--- src/sv/sorted_list_insert_range_delete_unit_defines.svh ---
// ----------------------------------------------------------------------------
// Sorted list unit assertion macros
// Implication checks on the rising clock edge, disabled while in reset.
// ----------------------------------------------------------------------------
`ifndef SORTED_LIST_INSERT_RANGE_DELETE_UNIT_DEFINES_SVH
`define SORTED_LIST_INSERT_RANGE_DELETE_UNIT_DEFINES_SVH

`ifndef SYNTHESIS
`define SLIRD_ASSERT_IMP(lbl, ante, cons) \
    lbl: assert property (@(posedge clk) disable iff (!rst_n) (ante) |-> (cons)) \
        else $error("slird check failed");
`define SLIRD_ASSERT_NEXT(lbl, ante, cons) \
    lbl: assert property (@(posedge clk) disable iff (!rst_n) (ante) |=> (cons)) \
        else $error("slird check failed");
`else
`define SLIRD_ASSERT_IMP(lbl, ante, cons)
`define SLIRD_ASSERT_NEXT(lbl, ante, cons)
`endif

`endif

--- src/sv/slird_pkg.sv ---
// ----------------------------------------------------------------------------
// Sorted list unit package
// Field widths, operation and status codes, controller/datapath interface.
// ----------------------------------------------------------------------------
package slird_pkg;

    localparam int CAPACITY_DEF   = 64;
    localparam int DATA_WIDTH_DEF = 32;

    localparam int OP_W     = 2;
    localparam int FIELD_W  = 32;
    localparam int IDX_W    = 6;
    localparam int STATUS_W = 2;
    localparam int COUNT_W  = 7;

    localparam logic [OP_W-1:0] OP_INSERT = 2'd0;
    localparam logic [OP_W-1:0] OP_DELETE = 2'd1;
    localparam logic [OP_W-1:0] OP_READ   = 2'd2;

    localparam logic [STATUS_W-1:0] ST_OK   = 2'd0;
    localparam logic [STATUS_W-1:0] ST_FULL = 2'd1;
    localparam logic [STATUS_W-1:0] ST_BAD  = 2'd2;

    typedef enum logic [2:0] {
        DP_NOP,
        DP_CAPTURE,
        DP_INS_FIRST,
        DP_INS_STEP,
        DP_INS_PUT,
        DP_DEL_FIRST,
        DP_DEL_STEP,
        DP_RD_ISSUE
    } dp_op_t;

    typedef struct packed {
        dp_op_t              op;
        logic                res_load;
        logic [STATUS_W-1:0] res_status;
        logic                res_rd;
    } cmd_t;

    typedef struct packed {
        logic [OP_W-1:0] op;
        logic            count_zero;
        logic            full;
        logic            range_bad;
        logic            idx_ok;
        logic            ins_ge;
        logic            ptr_one;
        logic            del_last;
    } sts_t;

endpackage

--- src/sv/slird_ram.sv ---
// ----------------------------------------------------------------------------
// Sorted list unit RAM
// One write port, one read port with registered read data.
// ----------------------------------------------------------------------------
module slird_ram #(
    parameter int WIDTH = slird_pkg::DATA_WIDTH_DEF,
    parameter int DEPTH = slird_pkg::CAPACITY_DEF
) (
    input  logic                     clk,
    input  logic                     we,
    input  logic [$clog2(DEPTH)-1:0] waddr,
    input  logic [WIDTH-1:0]         wdata,
    input  logic                     re,
    input  logic [$clog2(DEPTH)-1:0] raddr,
    output logic [WIDTH-1:0]         rdata
);

    logic [WIDTH-1:0] mem [DEPTH];

    always_ff @(posedge clk)
    begin
        if (we)
        begin
            mem[waddr] <= wdata;
        end
        if (re)
        begin
            rdata <= mem[raddr];
        end
    end

endmodule

--- src/sv/slird_dp.sv ---
// ----------------------------------------------------------------------------
// Sorted list unit datapath
// Operand and count registers, scan pointers, list RAM and result registers.
// ----------------------------------------------------------------------------
`include "sorted_list_insert_range_delete_unit_defines.svh"

module slird_dp #(
    parameter int CAPACITY   = slird_pkg::CAPACITY_DEF,
    parameter int DATA_WIDTH = slird_pkg::DATA_WIDTH_DEF
) (
    input  logic                                clk,
    input  logic                                rst_n,
    input  slird_pkg::cmd_t                     cmd,
    output slird_pkg::sts_t                     sts,
    input  logic [slird_pkg::OP_W-1:0]          op,
    input  logic signed [slird_pkg::FIELD_W-1:0] value,
    input  logic signed [slird_pkg::FIELD_W-1:0] upper_bound,
    input  logic [slird_pkg::IDX_W-1:0]         read_index,
    output logic [slird_pkg::STATUS_W-1:0]      status,
    output logic [slird_pkg::COUNT_W-1:0]       count,
    output logic signed [slird_pkg::FIELD_W-1:0] read_value
);

    localparam int ADDR_W = $clog2(CAPACITY);
    localparam int CNT_W  = $clog2(CAPACITY + 1);
    localparam int IW     = (CNT_W > slird_pkg::IDX_W) ? CNT_W : slird_pkg::IDX_W;

    logic [slird_pkg::OP_W-1:0]      op_reg;
    logic signed [DATA_WIDTH-1:0]    lo_reg;
    logic signed [DATA_WIDTH-1:0]    hi_reg;
    logic [slird_pkg::IDX_W-1:0]     idx_reg;
    logic [CNT_W-1:0]                count_reg;
    logic [CNT_W-1:0]                count_next;
    logic [CNT_W-1:0]                ptr_reg;
    logic [CNT_W-1:0]                ptr_next;
    logic [CNT_W-1:0]                dst_reg;
    logic [CNT_W-1:0]                dst_next;
    logic [slird_pkg::STATUS_W-1:0]  status_reg;
    logic [slird_pkg::COUNT_W-1:0]   count_out_reg;
    logic signed [slird_pkg::FIELD_W-1:0] rdval_reg;

    logic                  ram_we;
    logic [ADDR_W-1:0]     ram_waddr;
    logic [DATA_WIDTH-1:0] ram_wdata;
    logic                  ram_re;
    logic [ADDR_W-1:0]     ram_raddr;
    logic [DATA_WIDTH-1:0] ram_rdata;

    logic signed [DATA_WIDTH-1:0] entry;
    logic                         keep;

    assign entry = $signed(ram_rdata);
    assign keep  = (entry < lo_reg) || (entry > hi_reg);

    slird_ram #(
        .WIDTH (DATA_WIDTH),
        .DEPTH (CAPACITY)
    ) u_ram (
        .clk   (clk),
        .we    (ram_we),
        .waddr (ram_waddr),
        .wdata (ram_wdata),
        .re    (ram_re),
        .raddr (ram_raddr),
        .rdata (ram_rdata)
    );

    always_comb
    begin
        sts.op         = op_reg;
        sts.count_zero = (count_reg == '0);
        sts.full       = (count_reg == CNT_W'(CAPACITY));
        sts.range_bad  = (lo_reg > hi_reg);
        sts.idx_ok     = (IW'(idx_reg) < IW'(count_reg));
        sts.ins_ge     = !(entry < lo_reg);
        sts.ptr_one    = (ptr_reg == CNT_W'(1));
        sts.del_last   = (ptr_reg == count_reg - CNT_W'(1));
    end

    always_comb
    begin
        ram_we     = 1'b0;
        ram_waddr  = '0;
        ram_wdata  = lo_reg;
        ram_re     = 1'b0;
        ram_raddr  = '0;
        ptr_next   = ptr_reg;
        dst_next   = dst_reg;
        count_next = count_reg;
        unique case (cmd.op)
            slird_pkg::DP_INS_FIRST:
            begin
                if (count_reg == '0)
                begin
                    ram_we     = 1'b1;
                    count_next = count_reg + CNT_W'(1);
                end
                else
                begin
                    ram_re    = 1'b1;
                    ram_raddr = ADDR_W'(count_reg - CNT_W'(1));
                    ptr_next  = count_reg;
                end
            end
            slird_pkg::DP_INS_STEP:
            begin
                ram_re    = (ptr_reg > CNT_W'(1));
                ram_raddr = ADDR_W'(ptr_reg - CNT_W'(2));
                ram_we    = 1'b1;
                ram_waddr = ADDR_W'(ptr_reg);
                if (sts.ins_ge)
                begin
                    ram_wdata = entry;
                    ptr_next  = ptr_reg - CNT_W'(1);
                end
                else
                begin
                    count_next = count_reg + CNT_W'(1);
                end
            end
            slird_pkg::DP_INS_PUT:
            begin
                ram_we     = 1'b1;
                count_next = count_reg + CNT_W'(1);
            end
            slird_pkg::DP_DEL_FIRST:
            begin
                ram_re   = 1'b1;
                ptr_next = '0;
                dst_next = '0;
            end
            slird_pkg::DP_DEL_STEP:
            begin
                if (keep)
                begin
                    ram_we    = 1'b1;
                    ram_waddr = ADDR_W'(dst_reg);
                    ram_wdata = entry;
                    dst_next  = dst_reg + CNT_W'(1);
                end
                ram_re    = !sts.del_last;
                ram_raddr = ADDR_W'(ptr_reg + CNT_W'(1));
                ptr_next  = ptr_reg + CNT_W'(1);
                if (sts.del_last)
                begin
                    count_next = dst_reg + CNT_W'(keep);
                end
            end
            slird_pkg::DP_RD_ISSUE:
            begin
                ram_re    = 1'b1;
                ram_raddr = ADDR_W'(idx_reg);
            end
            default:
            begin
            end
        endcase
    end

    always_ff @(posedge clk or negedge rst_n)
    begin
        if (!rst_n)
        begin
            count_reg <= '0;
            ptr_reg   <= '0;
            dst_reg   <= '0;
        end
        else
        begin
            count_reg <= count_next;
            ptr_reg   <= ptr_next;
            dst_reg   <= dst_next;
        end
    end

    always_ff @(posedge clk)
    begin
        if (cmd.op == slird_pkg::DP_CAPTURE)
        begin
            op_reg  <= op;
            lo_reg  <= DATA_WIDTH'(value);
            hi_reg  <= DATA_WIDTH'(upper_bound);
            idx_reg <= read_index;
        end
        if (cmd.res_load)
        begin
            status_reg    <= cmd.res_status;
            count_out_reg <= slird_pkg::COUNT_W'(count_reg);
            rdval_reg     <= cmd.res_rd ? slird_pkg::FIELD_W'(entry) : '0;
        end
    end

    assign status     = status_reg;
    assign count      = count_out_reg;
    assign read_value = rdval_reg;

    `SLIRD_ASSERT_IMP(a_count_in_range, 1'b1, count_reg <= CNT_W'(CAPACITY))
    `SLIRD_ASSERT_IMP(a_ins_ptr_nonzero, cmd.op == slird_pkg::DP_INS_STEP, ptr_reg != '0)
    `SLIRD_ASSERT_IMP(a_del_dst_behind, cmd.op == slird_pkg::DP_DEL_STEP, dst_reg <= ptr_reg)

endmodule

--- src/sv/slird_ctrl.sv ---
// ----------------------------------------------------------------------------
// Sorted list unit controller
// Sequences capture, search/shift, compaction and result hand-off.
// ----------------------------------------------------------------------------
`include "sorted_list_insert_range_delete_unit_defines.svh"

module slird_ctrl (
    input  logic            clk,
    input  logic            rst_n,
    input  logic            in_valid,
    output logic            in_ready,
    output logic            out_valid,
    input  logic            out_ready,
    input  slird_pkg::sts_t sts,
    output slird_pkg::cmd_t cmd
);

    typedef enum logic [2:0] {
        S_IDLE,
        S_DISPATCH,
        S_INS_SCAN,
        S_INS_PUT,
        S_DEL_SCAN,
        S_FINISH
    } state_t;

    state_t                         state_reg;
    state_t                         state_next;
    logic [slird_pkg::STATUS_W-1:0] res_status_reg;
    logic [slird_pkg::STATUS_W-1:0] res_status_next;
    logic                           res_rd_reg;
    logic                           res_rd_next;
    logic                           out_valid_reg;
    logic                           out_valid_next;

    assign in_ready  = (state_reg == S_IDLE);
    assign out_valid = out_valid_reg;

    always_comb
    begin
        state_next      = state_reg;
        res_status_next = res_status_reg;
        res_rd_next     = res_rd_reg;
        out_valid_next  = out_valid_reg && !out_ready;
        cmd             = '0;
        cmd.op          = slird_pkg::DP_NOP;
        unique case (state_reg)
            S_IDLE:
            begin
                if (in_valid)
                begin
                    cmd.op     = slird_pkg::DP_CAPTURE;
                    state_next = S_DISPATCH;
                end
            end
            S_DISPATCH:
            begin
                res_status_next = slird_pkg::ST_OK;
                res_rd_next     = 1'b0;
                state_next      = S_FINISH;
                case (sts.op)
                    slird_pkg::OP_INSERT:
                    begin
                        if (sts.full)
                        begin
                            res_status_next = slird_pkg::ST_FULL;
                        end
                        else
                        begin
                            cmd.op = slird_pkg::DP_INS_FIRST;
                            if (!sts.count_zero)
                            begin
                                state_next = S_INS_SCAN;
                            end
                        end
                    end
                    slird_pkg::OP_DELETE:
                    begin
                        if (sts.range_bad)
                        begin
                            res_status_next = slird_pkg::ST_BAD;
                        end
                        else if (!sts.count_zero)
                        begin
                            cmd.op     = slird_pkg::DP_DEL_FIRST;
                            state_next = S_DEL_SCAN;
                        end
                    end
                    slird_pkg::OP_READ:
                    begin
                        if (sts.idx_ok)
                        begin
                            cmd.op      = slird_pkg::DP_RD_ISSUE;
                            res_rd_next = 1'b1;
                        end
                        else
                        begin
                            res_status_next = slird_pkg::ST_BAD;
                        end
                    end
                    default:
                    begin
                        res_status_next = slird_pkg::ST_BAD;
                    end
                endcase
            end
            S_INS_SCAN:
            begin
                cmd.op = slird_pkg::DP_INS_STEP;
                if (!sts.ins_ge)
                begin
                    state_next = S_FINISH;
                end
                else if (sts.ptr_one)
                begin
                    state_next = S_INS_PUT;
                end
            end
            S_INS_PUT:
            begin
                cmd.op     = slird_pkg::DP_INS_PUT;
                state_next = S_FINISH;
            end
            S_DEL_SCAN:
            begin
                cmd.op = slird_pkg::DP_DEL_STEP;
                if (sts.del_last)
                begin
                    state_next = S_FINISH;
                end
            end
            S_FINISH:
            begin
                if (!out_valid_reg || out_ready)
                begin
                    cmd.res_load   = 1'b1;
                    cmd.res_status = res_status_reg;
                    cmd.res_rd     = res_rd_reg;
                    out_valid_next = 1'b1;
                    state_next     = S_IDLE;
                end
            end
            default:
            begin
                state_next = S_IDLE;
            end
        endcase
    end

    always_ff @(posedge clk or negedge rst_n)
    begin
        if (!rst_n)
        begin
            state_reg      <= S_IDLE;
            res_status_reg <= slird_pkg::ST_OK;
            res_rd_reg     <= 1'b0;
            out_valid_reg  <= 1'b0;
        end
        else
        begin
            state_reg      <= state_next;
            res_status_reg <= res_status_next;
            res_rd_reg     <= res_rd_next;
            out_valid_reg  <= out_valid_next;
        end
    end

    `SLIRD_ASSERT_NEXT(a_finish_delivers, (state_reg == S_FINISH) && (!out_valid_reg || out_ready), out_valid_reg)
    `SLIRD_ASSERT_NEXT(a_one_item_at_a_time, in_valid && in_ready, !in_ready)
    `SLIRD_ASSERT_NEXT(a_insert_stops, (state_reg == S_INS_SCAN) && !sts.ins_ge, state_reg == S_FINISH)

endmodule

--- src/sv/sorted_list_insert_range_delete_unit.sv ---
// ----------------------------------------------------------------------------
// Sorted list unit with ordered insert and range delete
// Ascending list of signed values in one RAM with an entry count; insert,
// range delete and indexed read, one result per item.
// ----------------------------------------------------------------------------
//  channel  handshake             payload
//  in       in_valid / in_ready   op, value, upper_bound, read_index
//  out      out_valid / out_ready status, count, read_value
//
//  One item at a time. Insert into an empty list writes at once, otherwise
//  it shifts each entry not less than the value up one place and then
//  writes; range delete walks every entry. The single RAM read port walks
//  one entry per cycle during search, shift and compaction. Reset clears
//  the entry count and scan pointers only; no clearing pass. A result
//  held by out_ready low does not block intake of the next item; that
//  item's result waits until the held one is taken.
// ----------------------------------------------------------------------------
module sorted_list_insert_range_delete_unit #(
    parameter int CAPACITY   = slird_pkg::CAPACITY_DEF,
    parameter int DATA_WIDTH = slird_pkg::DATA_WIDTH_DEF
) (
    input  logic                                 clk,
    input  logic                                 rst_n,
    input  logic                                 in_valid,
    output logic                                 in_ready,
    input  logic [slird_pkg::OP_W-1:0]           op,
    input  logic signed [slird_pkg::FIELD_W-1:0] value,
    input  logic signed [slird_pkg::FIELD_W-1:0] upper_bound,
    input  logic [slird_pkg::IDX_W-1:0]          read_index,
    output logic                                 out_valid,
    input  logic                                 out_ready,
    output logic [slird_pkg::STATUS_W-1:0]       status,
    output logic [slird_pkg::COUNT_W-1:0]        count,
    output logic signed [slird_pkg::FIELD_W-1:0] read_value
);

    slird_pkg::cmd_t cmd;
    slird_pkg::sts_t sts;

    slird_ctrl u_ctrl (
        .clk       (clk),
        .rst_n     (rst_n),
        .in_valid  (in_valid),
        .in_ready  (in_ready),
        .out_valid (out_valid),
        .out_ready (out_ready),
        .sts       (sts),
        .cmd       (cmd)
    );

    slird_dp #(
        .CAPACITY   (CAPACITY),
        .DATA_WIDTH (DATA_WIDTH)
    ) u_dp (
        .clk         (clk),
        .rst_n       (rst_n),
        .cmd         (cmd),
        .sts         (sts),
        .op          (op),
        .value       (value),
        .upper_bound (upper_bound),
        .read_index  (read_index),
        .status      (status),
        .count       (count),
        .read_value  (read_value)
    );

endmodule

--- config.mk ---
export PLATFORM = sky130hd
export DESIGN_NAME = sorted_list_insert_range_delete_unit
export DESIGN_NICKNAME = d
export VERILOG_FILES = /design/src/sv/slird_pkg.sv /design/src/sv/slird_ram.sv /design/src/sv/slird_dp.sv /design/src/sv/slird_ctrl.sv /design/src/sv/sorted_list_insert_range_delete_unit.sv
export VERILOG_INCLUDE_DIRS = /design/src /design/src/sv
export SDC_FILE = /design/constraint.sdc
export NUM_CORES = 2
export LEC_CHECK = 0
export ABC_AREA = 1
export ABC_CLOCK_PERIOD_IN_PS = 13000
export BUFFER_PORTS_ARGS = -buffer_cell sky130_fd_sc_hd__buf_2
export CORE_MARGIN = 10
export CORE_UTILIZATION = 50
export CTS_CLUSTER_DIAMETER = 200
export CTS_CLUSTER_SIZE = 30
export DETAILED_ROUTE_END_ITERATION = 16
export PLACE_DENSITY = 0.65
export SLEW_MARGIN = 20
export SYNTH_ARGS = -nofsm -noshare
export SYNTH_HDL_FRONTEND = slang
export SYNTH_SLANG_ARGS = --single-unit
--- constraint.sdc ---
create_clock -name clk -period 13 [get_ports clk]
set_input_delay 2.6 -clock clk [delete_from_list [all_inputs] [get_ports clk]]
set_output_delay 2.6 -clock clk [all_outputs]
set_load 0.01 [all_outputs]
# Yosys cells after proc, flatten, opt, wreduce, memory -nomap -nowiden
# Memory sizes are Yosys's and may differ from the RTL's. A register that Yosys moved wholly into a read port is not among the register bits.
# Cells that the tools add are included.
# Widths: inputs -> output; s select.
# word_totals
register_bits	141
ramBits	2048
input_bits	76
output_inout_bits	43
elab_cells	124
n_memories	1
# memory_table
name	depth	word_bits	read_ports	rd_ports_with_merged_regs	wr	line	rtl
u_dp.u_ram.mem	64	32	1	1	1	slird_ram.sv:18	logic [WIDTH-1:0] mem [DEPTH];
# op_classes
n_addsub	7
order_cmp	5
n_eq_ne	27
n_mux	51
n_reduce_logical	19
# op_table
op	count
$gt 32x32->1	2
$mux 32	2
$pmux 32 s2	1
$pmux 7 s4	2
$mux 7	6
$mux 3	11
$lt 32x32->1	1
$pmux 6 s4	1
$add 7x1->7 const B	3
$eq 3x3->1 const B	6
$pmux 3 s6	1
$pmux 3 s5	1
$pmux 7 s2	1
$sub 7x1->7 const B	2
$eq 3x2->1 const B	4
$mux 1	12
$mux 6	2
$pmux 6 s2	1
$ne 2x2->1 const B	5
$pmux 3 s3	1
$mux 4	2
$ne 2x1->1 const B	4
$reduce_and 4->1	2
$reduce_bool 4->1	2
26 further kinds	34

# Logic depth before layout (Yosys ltp)
# logic_depth
word_depth	10
mapped_depth	23
depth_no_buf	23

# Hierarchy
# A second synthesis with hierarchy kept.
# unflattened
cells_unflattened	7951
hier_area_um2	92789.0
# by_module_without_submodules
mod	instances	cells_each	area_per_inst_um2	seq_area_each_um2
slird_ram	1	6769	83058.4	62459.9
slird_dp	1	1102	9190.1	3918.8
slird_ctrl	1	80	540.5	175.2

# Worst setup path before layout
# OpenSTA, ideal clock, no wires.
# synth_path
kind	input-to-reg
from	in in_valid
to	reg u_dp.hi_reg[0], enable pin
setup_time_ns	0.591
t_arrival_ns	7.516
required_time_ns	12.409
path_slack_ns	4.893
cell_stages	2
n_path_buf	0
path_cell_list	inv_1 -> nor3_1
# synth_between
elab_chain_len	3
# synth_lines
item	line	rtl
start, declared	sorted_list_insert_range_delete_unit.sv:24	input logic in_valid,
$mux 1	slird_ctrl.sv:50	if (in_valid)
$pmux 3 s5	slird_ctrl.sv:47	unique case (state_reg)
$eq 3x1->1	slird_dp.sv:178	if (cmd.op == slird_pkg::DP_CAPTURE)
end signal, assigned	slird_dp.sv:182	hi_reg <= DATA_WIDTH'(upper_bound);
end, declared	slird_dp.sv:30	logic signed [DATA_WIDTH-1:0] hi_reg;
# Every way passes these cells.
# A chain may end at the register's enable or synchronous reset.

# Final worst setup path
# layout_path
from	reg u_dp.count_reg[0]
to	reg u_dp.u_ram.rdata[20] (read register of u_dp.u_ram.mem) (data pin)
# layout_between
elab_chain_len	8
elab_cells_between_ends	22
cone_classes	1 x add/sub; 1 x order compare; 7 x eq/ne; 10 x mux; 3 x reduce/logical
# layout_lines
item	line	rtl
start, declared	slird_dp.sv:32	logic [CNT_W-1:0] count_reg;
start signal, assigned	slird_dp.sv:170	count_reg <= count_next;
parallel branches: the longest is 8 deep, another holds $lt 6x7->1	n/a	
end, declared	slird_ram.sv:15	output logic [WIDTH-1:0] rdata
# Parallel ways; which one is timed is not known.

==> flow_results.org <==
** Place
- In this run the tool buffered the top-level ports with around 120 buffer cells.
- The HPWL after detailed placement is 170000 um.
- The congestion estimate from routability-driven global placement came to 0.868.

** Yosys
- The synthesized netlist occupies a cell area of a little over 100000 um^2.
- Synth Warn # :: 0
- In this run, synthesis produced a sequential element count of 2221.
- Seq/Total Area, Yosys :: 65.1%
- Counting every net in the synthesized netlist gives ~10000.
- Yosys mapped a number of flops with a built-in enable equal to 2193.
- Primary flip-flop cell chosen by synthesis mapping :: edfxtp_1
- Average instance area after synthesis :: approximately 10 um^2
- Counting distinct cell types in the post-synthesis netlist gives 41.
- Counting flops with an async set or reset pin after synthesis yields a share of 1.26%.
- Synthesis produced just under 10000 cells.

** Floorplan
- Placeable core area :: 203000 um^2
- Measured along the y axis, the die boundary spans around 470 um.
- Site row count :: 165
- Initial standard-cell utilization of the core :: between 50% and 60%
- In this run the count of I/O pins placed on the die edge is 119.
- The die covers 223000 um^2.
- In this run the horizontal extent of the chip is 472 um.

** Routing
- Routed wire length :: about 310000 um
- After detailed routing, the average wire length per cell comes to 25.4 um.
- Before antenna repair, the detailed router went through 9 iterations.
- The detail route stage leaves a number of antenna-violating nets equal to 0.
- Using the TritonRoute via totals, the vias-per-cell ratio works out to 5.97.
- First-iteration detailed-routing DRC count :: 10413
- For this run, design rule violations remaining after detail routing come to 0.
- The final route contains 73789 vias.

** Worst setup path
- Crit end category :: flip-flop
- In this run the critical register-to-register path is launched from u_dp.count_reg[0].
- The critical path ends at u_dp.u_ram.rdata[20].
- Crit Path Category :: flip-flop to flip-flop
- Arrival time reported for the critical path endpoint :: 7.31 ns
- Setup crit start :: u_dp.count_reg[0]
- The worst register-to-register path ends at u_dp.u_ram.rdata[20].
- For flop-to-flop paths, the worst setup slack is 6.31 ns.
- Worst EP required :: 13.62 ns
- Of all nets on the critical path, the largest fanout is 167.
- FF-to-FF path depth :: 17
- The worst setup path is launched from a flip-flop.

** Timing
- At the pin with the least slew margin, the transition time is 1.29 ns.
- The number of hold violations in the final report came to 0.
- In this run the tightest slew margin relative to its limit is approximately 14%.
- Setup-violating endpoint count in the final report :: 0
- Setup repair after global routing left no endpoint under its margin.
- Worst clock skew :: 0.0709 ns
- Setup total negative slack on the finished layout was measured at 0 ns.
- Share of the clock period used by the worst path after layout :: 51.5%
- The routed design could run at a clock period as short as ~6.7 ns.
- Highest clock frequency the design can meet :: about 0.15 GHz
- The number of slew-limit violations in the final report came to 0.

** Clocking
- Clock-pin slew of the registers on the worst-case setup and hold paths :: 0.12 ns
- Hold-fix buffers, CTS :: 0
- Max Root-Sink Buffers :: 3
- The cell sitting at the root of the clock tree is a clkbuf_16.
- CTS saw 2221 sinks.
- Number of cells upsized or downsized after cts :: 0
- In this run the post-CTS setup repair buffer count came out at 0.
- Maximum level of the CTS H-tree :: 3
- Clock insertion delay at the later pin of the skew report :: 0.81 ns
- Number of buffers created by CTS :: 84
- TritonCTS built the clock tree.

** Hold path
- Path category of the worst min-delay check :: flip-flop to flip-flop

** Power and ir drop
- For this design the static power due to leakage is 44.5 nW.
- PnR Total Power :: 0.0125 W
- Power density normalized to cell area :: about 120 nW/um^2
- The worst-case IR drop observed on VDD is about 100 uV.

** Global routing
- The first global-routing pass estimated ~460000 um of wire.
- Global-route usage over all layers :: 27.3%
- Entering global routing, the biggest net connects approximately 200 pins.
- The via count of the first global-routing pass came to 69766.
- The number of antenna violations at the first check in global routing came to 14.
- The total overflow left after global routing is 0.

** Cells and area
- Summing all flip-flop and latch instances after layout gives ~67000 um^2.
- Register ranked first by flip-flop count :: u_dp.u_ram.mem
- In the final layout, the multi-input gates occupy 25400 um^2.
- In the final layout, the share of cells above drive strength 1 is 5.65%.
- Number of flip-flops in the largest register :: 2048
- Fill cells in the final layout number approximately 18000.
- Cells fill 53.3% of the core in the end.
- After the last flow step, the layout net total stands at 9855.
- Leaving out fill and tap cells, the most frequent cell in the layout is edfxtp_1.
- From synthesis to final layout, the design area changed by 5.66%.
- In the layout the commonest cells are 2193 x edfxtp_1, 2180 x inv_1, 2069 x nand3_1.

** Run status
- Result of the run :: finished, final reports clean

** Flow run
- Max-cap violations in this run came to 0.
metal layers:
layer  wire (um)  GRT usage, %  up-vias
li1            -             -    32873
met1      124000          37.4    35925
met2      140000          42.3     4329
met3       36500          6.12      658
met4       13800          11.2        4
met5          22             0        -
per-stage QoR:
step                      instance area [um^2]  hold slack, ns  instances  setup WS [ns]
after floorplan                         102000           0.420       9934           4.89
after global placement                  106000           0.488      12248           6.66
after detailed placement                106000           0.504      12254           6.58
after CTS                               108000           0.534      12364           6.46
after global routing                    108000           0.559      12365           6.01
final                                   108000           0.530      12370           6.31
cells in the mapped netlist (2+ instances only):
| master | n | share of area, % |
|---|---|---|
| edfxtp_1 | 2193 | 64 |
| inv_1 | 2181 | 8.0 |
| nand3_1 | 2070 | 10 |
| nand2_1 | 1455 | 5.3 |
| nand4_1 | 851 | 5.2 |
| buf_2 | 294 | 1.4 |
| clkbuf_1 | 271 | 1.0 |
| nor2_1 | 158 | 0.58 |
| ha_1 | 111 | 1.4 |
| o21ai_0 | 74 | 0.36 |
| a21oi_1 | 52 | 0.25 |
| buf_1 | 48 | 0.18 |
| or2_2 | 33 | 0.20 |
| buf_4 | 30 | 0.22 |
| dfrtp_1 | 28 | 0.69 |
| nor3_1 | 15 | 0.073 |
| xor2_1 | 14 | 0.12 |
| inv_2 | 10 | 0.037 |
| buf_6 | 4 | 0.044 |
| nor4_1 | 4 | 0.024 |
| o211ai_1 | 4 | 0.029 |
| o21a_1 | 4 | 0.029 |
| o21bai_1 | 3 | 0.022 |
| a31oi_1 | 2 | 0.012 |
| clkinv_1 | 2 | 0.0073 |
| nand2_2 | 2 | 0.012 |
| nand3_2 | 2 | 0.020 |
| nor2_2 | 2 | 0.012 |
| nor2_4 | 2 | 0.022 |
| o22ai_1 | 2 | 0.012 |
| o31ai_1 | 2 | 0.015 |
| xnor2_1 | 2 | 0.017 |
worst max-delay path, stage by stage, from the launching register on:
cell and delay, ns:
dfrtp_1 0.51, inv_1 0.15, ha_1 0.26, nand4_1 0.22, nand2_1 0.14, nor2_2 0.25, nand2_1 0.14, nand3_4 0.17
buf_4 0.66, buf_4 0.65, buf_12 0.70, buf_4 0.84, nand3_1 0.20, nand3_1 0.12, nand3_1 0.09, nand3_1 0.20
nand3_1 0.49, nand2_1 0.32
worst min path at each step:
stage	start	endpoint	slack, ns	cells after the start
after CTS	u_ctrl.res_rd_reg	u_ctrl.res_rd_reg	0.53	2
after floorplan	u_dp.count_reg[2]	u_dp.count[2]	0.42	0
after detailed placement	u_ctrl.res_rd_reg	u_ctrl.res_rd_reg	0.50	2
final	u_ctrl.res_rd_reg	u_ctrl.res_rd_reg	0.53	2
after global placement	u_ctrl.res_rd_reg	u_ctrl.res_rd_reg	0.49	2
after global routing	u_ctrl.res_rd_reg	u_ctrl.res_rd_reg	0.56	2
power breakdown:
part	switching [W]	internal [W]	total, W
Sequential	0.0000778	0.00814	0.00822
Combinational	0.000670	0.000180	0.000850
Clock	0.00217	0.00121	0.00339
logic make-up after synthesis:
| group | Yosys count | share of synthesized area (%) |
|---|---|---|
| and+or+nand+nor | 4595 | 21.7 |
| buffers and inverters | 2841 | 10.9 |
| DFF | 2221 | 65.1 |
| AOI/OAI and AO/OA | 150 | 0.792 |
| adders and majority gates | 111 | 1.36 |
| xor gates and xnor gates | 16 | 0.137 |
layout make-up:
class                   instances  share of cell area, %
diodes                          6                 0.0139
flip-flops and latches       2221                   61.6
clock buffers                 102                   2.01
repair buffers                295                   1.96
well taps                    2672                   3.10
multi-input cells            4872                   23.5
inverters                    2194                   7.66
clock inverters                 8                  0.129
Note: power is estimated with default switching activity, not from simulation.
